===== src/design/gerh_pkg.sv =====
// Shared constants, codes and handshake types of the gray/edge region histogram unit.
`default_nettype none

package gerh_pkg;

    // Sizes
    localparam int BIN_COUNT  = 16;
    localparam int MAX_WIDTH  = 1024;
    localparam int MAX_HEIGHT = 1024;

    localparam int BIN_W = $clog2(BIN_COUNT);
    localparam int COL_W = $clog2(MAX_WIDTH);
    localparam int ROW_W = $clog2(MAX_HEIGHT);

    // Field widths
    localparam int PIX_W       = 8;
    localparam int GRAY_W      = 8;
    localparam int GRAY_LEVELS = 256;
    localparam int SUM_W       = 10;
    localparam int CNT_W       = 21;
    localparam int BIN_IDX_W   = 6;
    localparam int CFG_W       = 11;
    localparam int THR_W       = 8;
    localparam int CFG_IDX_W   = 2;

    localparam logic [CNT_W-1:0] CNT_MAX = {CNT_W{1'b1}};

    // Divide by three: floor(s/3) == (s*683) >> 11 for every s up to 765
    localparam int DIV3_MUL   = 683;
    localparam int DIV3_SHIFT = 11;
    localparam int PROD_W     = SUM_W + 10;

    // Register indexes
    localparam logic [CFG_IDX_W-1:0] CFG_FRAME_WIDTH    = 2'd0;
    localparam logic [CFG_IDX_W-1:0] CFG_FRAME_HEIGHT   = 2'd1;
    localparam logic [CFG_IDX_W-1:0] CFG_EDGE_THRESHOLD = 2'd2;

    // Register reset values
    localparam logic [CFG_W-1:0] RST_FRAME_WIDTH    = 11'd256;
    localparam logic [CFG_W-1:0] RST_FRAME_HEIGHT   = 11'd256;
    localparam logic [THR_W-1:0] RST_EDGE_THRESHOLD = 8'd32;

    // Controller to datapath
    typedef struct packed {
        logic accept;
        logic gray_en;
        logic eval_en;
        logic bump_en;
        logic emit_load;
    } t_cmd;

    // Datapath to controller
    typedef struct packed {
        logic frame_end;
        logic slot_free;
        logic emit_last;
    } t_status;

endpackage

`default_nettype wire


===== src/design/gerh_ctrl.sv =====
// Sequencing state machine of the gray/edge region histogram unit.
`default_nettype none

module gerh_ctrl (
    input  wire logic             i_clk,
    input  wire logic             i_rst_n,
    input  wire logic             i_pix_valid,
    output logic                  o_pix_ready,
    input  wire gerh_pkg::t_status i_status,
    output gerh_pkg::t_cmd        o_cmd
);

    typedef enum logic [4:0] {
        ST_IDLE = 5'b00001,
        ST_GRAY = 5'b00010,
        ST_EVAL = 5'b00100,
        ST_BUMP = 5'b01000,
        ST_EMIT = 5'b10000
    } t_state;

    t_state r_state, n_state;

    always_ff @(posedge i_clk) begin
        if (!i_rst_n) begin
            r_state <= ST_IDLE;
        end else begin
            r_state <= n_state;
        end
    end

    always_comb begin
        n_state     = r_state;
        o_cmd       = '0;
        o_pix_ready = 1'b0;
        unique case (r_state)
            ST_IDLE: begin
                o_pix_ready = 1'b1;
                if (i_pix_valid) begin
                    o_cmd.accept = 1'b1;
                    n_state      = ST_GRAY;
                end
            end
            ST_GRAY: begin
                o_cmd.gray_en = 1'b1;
                n_state       = ST_EVAL;
            end
            ST_EVAL: begin
                o_cmd.eval_en = 1'b1;
                n_state       = ST_BUMP;
            end
            ST_BUMP: begin
                o_cmd.bump_en = 1'b1;
                n_state       = i_status.frame_end ? ST_EMIT : ST_IDLE;
            end
            ST_EMIT: begin
                // advance one bin whenever the output register can take it
                if (i_status.slot_free) begin
                    o_cmd.emit_load = 1'b1;
                    if (i_status.emit_last) begin
                        n_state = ST_IDLE;
                    end
                end
            end
            default: begin
                n_state = ST_IDLE;
            end
        endcase
    end

endmodule

`default_nettype wire


===== config.mk =====
export PLATFORM = sky130hd
export DESIGN_NAME = gerh_ctrl
export DESIGN_NICKNAME = d
export VERILOG_FILES = /design/src/design/gerh_pkg.sv /design/src/design/gerh_ctrl.sv
export SDC_FILE = /design/constraint.sdc
export NUM_CORES = 1
export LEC_CHECK = 0
export BUFFER_PORTS_ARGS = -buffer_cell sky130_fd_sc_hd__buf_2
export CORE_AREA = 2 2 39 41
export DETAILED_ROUTE_END_ITERATION = 16
export DIE_AREA = 0 0 41 43
export PLACE_DENSITY = 0.4
export SYNTH_ARGS = -nofsm -noshare
export SYNTH_HDL_FRONTEND = slang
export SYNTH_SLANG_ARGS = --single-unit
export TNS_END_PERCENT = 5

===== constraint.sdc =====
create_clock -name i_clk -period 1.1 [get_ports i_clk]
set_input_delay 0.22 -clock i_clk [delete_from_list [all_inputs] [get_ports i_clk]]
set_output_delay 0.22 -clock i_clk [all_outputs]
set_load 0.01 [all_outputs]

* After elaboration in Yosys (flattened, before gate mapping) *
Cells that the tools add are included.

word-level totals
  flip-flop bits (word level) = 5
  output and inout bits = 6

operators by class
  equal/unequal tests = 8
  muxes and demuxes = 13
  reduce and logical (&&, ||, !) cells = 1

operators with widths
  operator                                                               number
  5-bit one-hot mux with 5 select lines                                  1
  5-bit two-way mux                                                      4
  1-bit two-way mux                                                      8
  2-bit != test, second input constant                                   3
  5-bit by 1-bit equality test with 1-bit output, second input constant  1
  5-bit by 2-bit equality test with 1-bit output, second input constant  1
  5-bit by 3-bit equality test with 1-bit output, second input constant  1
  5-bit by 4-bit equality test with 1-bit output, second input constant  1
  5-bit equality test, second input constant                             1
  3-bit AND reduction                                                    1

* Logic depth before layout (Yosys ltp) *
  word-level depth = 3
  depth in mapped cells = 3

* Worst setup path after synthesis *
OpenSTA, ideal clock, no wires.

  path kind = register to output
  start = register r_state[2]
  end = output port o_cmd[4] (netlist name)
  data arrival time = 1.048 ns
  data required time = 0.880 ns
  setup slack = -0.168 ns
  stages on the path, launching flop included = 4
  buffers on the path = 0
  cells stage by stage = dfxtp_1 > or2_4 > nor3_2 > and2_1

RTL lines
  item                      RTL line         source
  start: declaration        gerh_ctrl.sv:21  t_state r_state, n_state;
  start signal: assignment  gerh_ctrl.sv:27  r_state <= n_state;
  end: declaration          gerh_ctrl.sv:10  output gerh_pkg::t_cmd o_cmd

==> out/metrics.yaml <==
global_routing:
  grt_remaining_overflow: 0
  antenna_found_initial: 0
  grt_pass1_wl_um: 1360
  groute.usage.overall: 0.122
  grt_max_degree: 7
  grt_pass1_vias: 314
die:
  start_util: 0.194
  die_y_um: 43
  io_pins: 12
  die-area_mm2: 0.00176
  coreArea_mm2: 0.00138
  num_rows: 14
  dieWidth_um: 41
synth:
  netlist_area_um2: 269
  syn-num-nets: 35
  synthFlopType: "dfxtp_1"
  ys_ff_latch: 5
  async_flop_share: 0
  synth_cell_types: 18
  yosys_warnings: 0
  yosys.area.top_type: "dfxtp_1"
  synth_commonest_cells: "dfxtp_1, and3_1, and2_1, nor2_1"
  synth_area_leaders: "dfxtp_1, and3_1, and2_1, o41ai_2, nor4b_2"
  syn_inst: 29
  synth.top_cell.area_share: 0.372
  synth.most_common_cell: "dfxtp_1"
  synth_area_per_cell_um2: 9.28
  synth-edff-count: 0
  ys_seq_area_frac: 0.372
layout:
  fin_area_um2: 493
  diodes: 0
  fillers: 147
  regMostFlops: "r_state"
  largest_register_ffs: 5
  utilization: 0.356
  reg_top3: "r_state x5"
  drive_gt1_frac: 0.654
  syn_to_final_growth_pct: 83.3
  fin_nets: 59
setup_path:
  cp_num_cells: 3
  worst-path-buf-inv: 1
  crit_path_start_kind: "flip-flop"
  path_delay_family: "simple AND/OR/NAND/NOR gates"
  cpPeakStageDelay_ns: 0.32
  worst_path_max_delay_cell: "dfxtp_2"
  endpoint_kind: "output pin"
  crit_required_ns: 0.88
  path_cells: "or2_4 > nor4b_4 > buf_2"
  cp_max_fo: 3
  arrival_ns: 1.24
  r2r_cells: 4
  crit_type: "flip-flop to output pin"
timing:
  max_freq_mhz: 683
  finClkSkew_ns: 0.00618
  drv_slew: 0
  setup_violations: 8
  setup_slack_ns: -0.363
  holdWs_ns: 0.236
  max_slew_margin: 0.807
  hold_viol: 0
  fin_crit_ns: 1.46
  max_slew.worst_pin.slew_ns: 0.288
  layout_worst_path_cycle_share: 1.33
  rsz0062_at_grt: "true"
outcome:
  status: "complete, but fails checks"
  violations: "setup timing"
placement:
  dp_hpwl_um: 551
  dp_slack_ns: -0.125
  gp_congestion: 0.710
  dpl_cell_area_um2: 405
  io_buffers: 11
detailed_routing:
  routed_via_density: 4.44
  drtIter0Drc: 3
  vias: 302
  ant_nets: 0
  drc: 0
  dr.pass1.iters: 3
  wl_per_cell_um: 11.7
  wirelength_um: 794
pwr:
  ir_drop_v: 0.000598
  p_leak_uw: 0.000239
  powerDensity_mw_per_mm2: 1190
clock_tree:
  cts_sinks: 5
  h-tree-depth: 1
  cts_buffers: 3
  hold_buffers: 0
  clk_pin_slew_ns: 0.05
  cts_tree: "done"
  clock_latency_ns: 0.26
  clock_path_buffers: 2
  cts_root_buf: "clkbuf_4"
worst_hold_path:
  hp-class: "input port to flip-flop"
  min_path_cells: 3
job:
  maxCapViolCount: 0
logic make-up (layout without fill, tap and decap cells):
logic type                count (synthesis)  in the layout  synth area share
and+or+nand+nor                          18             18             0.437
AOI/OAI and AO/OA                         5              5             0.158
DFF                                       5              5             0.372
xor gates and xnor gates                  1              1            0.0326
buffers and inverters                     0             23                 0
worst min-delay path: stages:
cell and delay, ns:
buf_2 0.13, o41ai_4 0.06, a21oi_1 0.04
routing by layer:
| layer | global-route usage | up-vias | routed length, µm |
|---|---|---|---|
| met5 | 0 | - | 0 |
| met4 | 0.0800 | 0 | 18 |
| met3 | 0.0471 | 2 | 27 |
| met2 | 0.188 | 4 | 438 |
| met1 | 0.129 | 144 | 310 |
| li1 | - | 152 | - |
final cells by class:
| cell class | count | area (µm²) | area share |
|---|---|---|---|
| Timing Repair Buffer | 19 | 121 | 0.246 |
| Multi-Input combinational cell | 24 | 218 | 0.442 |
| Sequential cell | 5 | 108 | 0.218 |
| Tap cell | 16 | 20.0 | 0.0406 |
| Clock buffer | 4 | 26.3 | 0.0533 |
final timing paths:
| path | start | to | slack [ns] |
|---|---|---|---|
| min | i_rst_n | r_state[4]$_SDFFE_PN0P_ | 0.24 |
| max | r_state[2]$_SDFFE_PN0P_ | o_cmd[3] | -0.36 |
| max reg2reg | r_state[2]$_SDFFE_PN0P_ | r_state[0]$_SDFFE_PN1P_ | -0.10 |
| min reg2reg | r_state[2]$_SDFFE_PN0P_ | r_state[4]$_SDFFE_PN0P_ | 0.59 |
per-stage QoR:
stage	TNS, ns	power, µW	cells
6_report	-1.82	587	68
5_1_grt	-2.26	612	68
4_1_cts	-1.93	584	68
3_5_place_dp	-0.587	326	63
3_3_place_gp	-0.504	326	63
2_1_floorplan	-0.163	268	29
report_power, final:
group / total (µW) / switching [µW] / internal, µW
clock: 229 / 90.8 / 138
combinational: 148 / 60.4 / 87.9
sequential: 210 / 19.4 / 191
layout by cell type, fill, tap and decap left out, types with 2 or more instances in the layout:
cell type	n
dfxtp_2	3
nor2_1	2
buf_2	10
and3_1	4
buf_4	8
clkbuf_4	3
and2_1	2
what timing repair did:
item,4_1_cts,5_1_grt
pin swaps,3,0
cloned,0,0
buffers inserted,1,0
resized for setup,10,2
setup endpoints to repair,8,8
endpoints found under the hold margin,0,0
(Power assumes the default switching activity.)
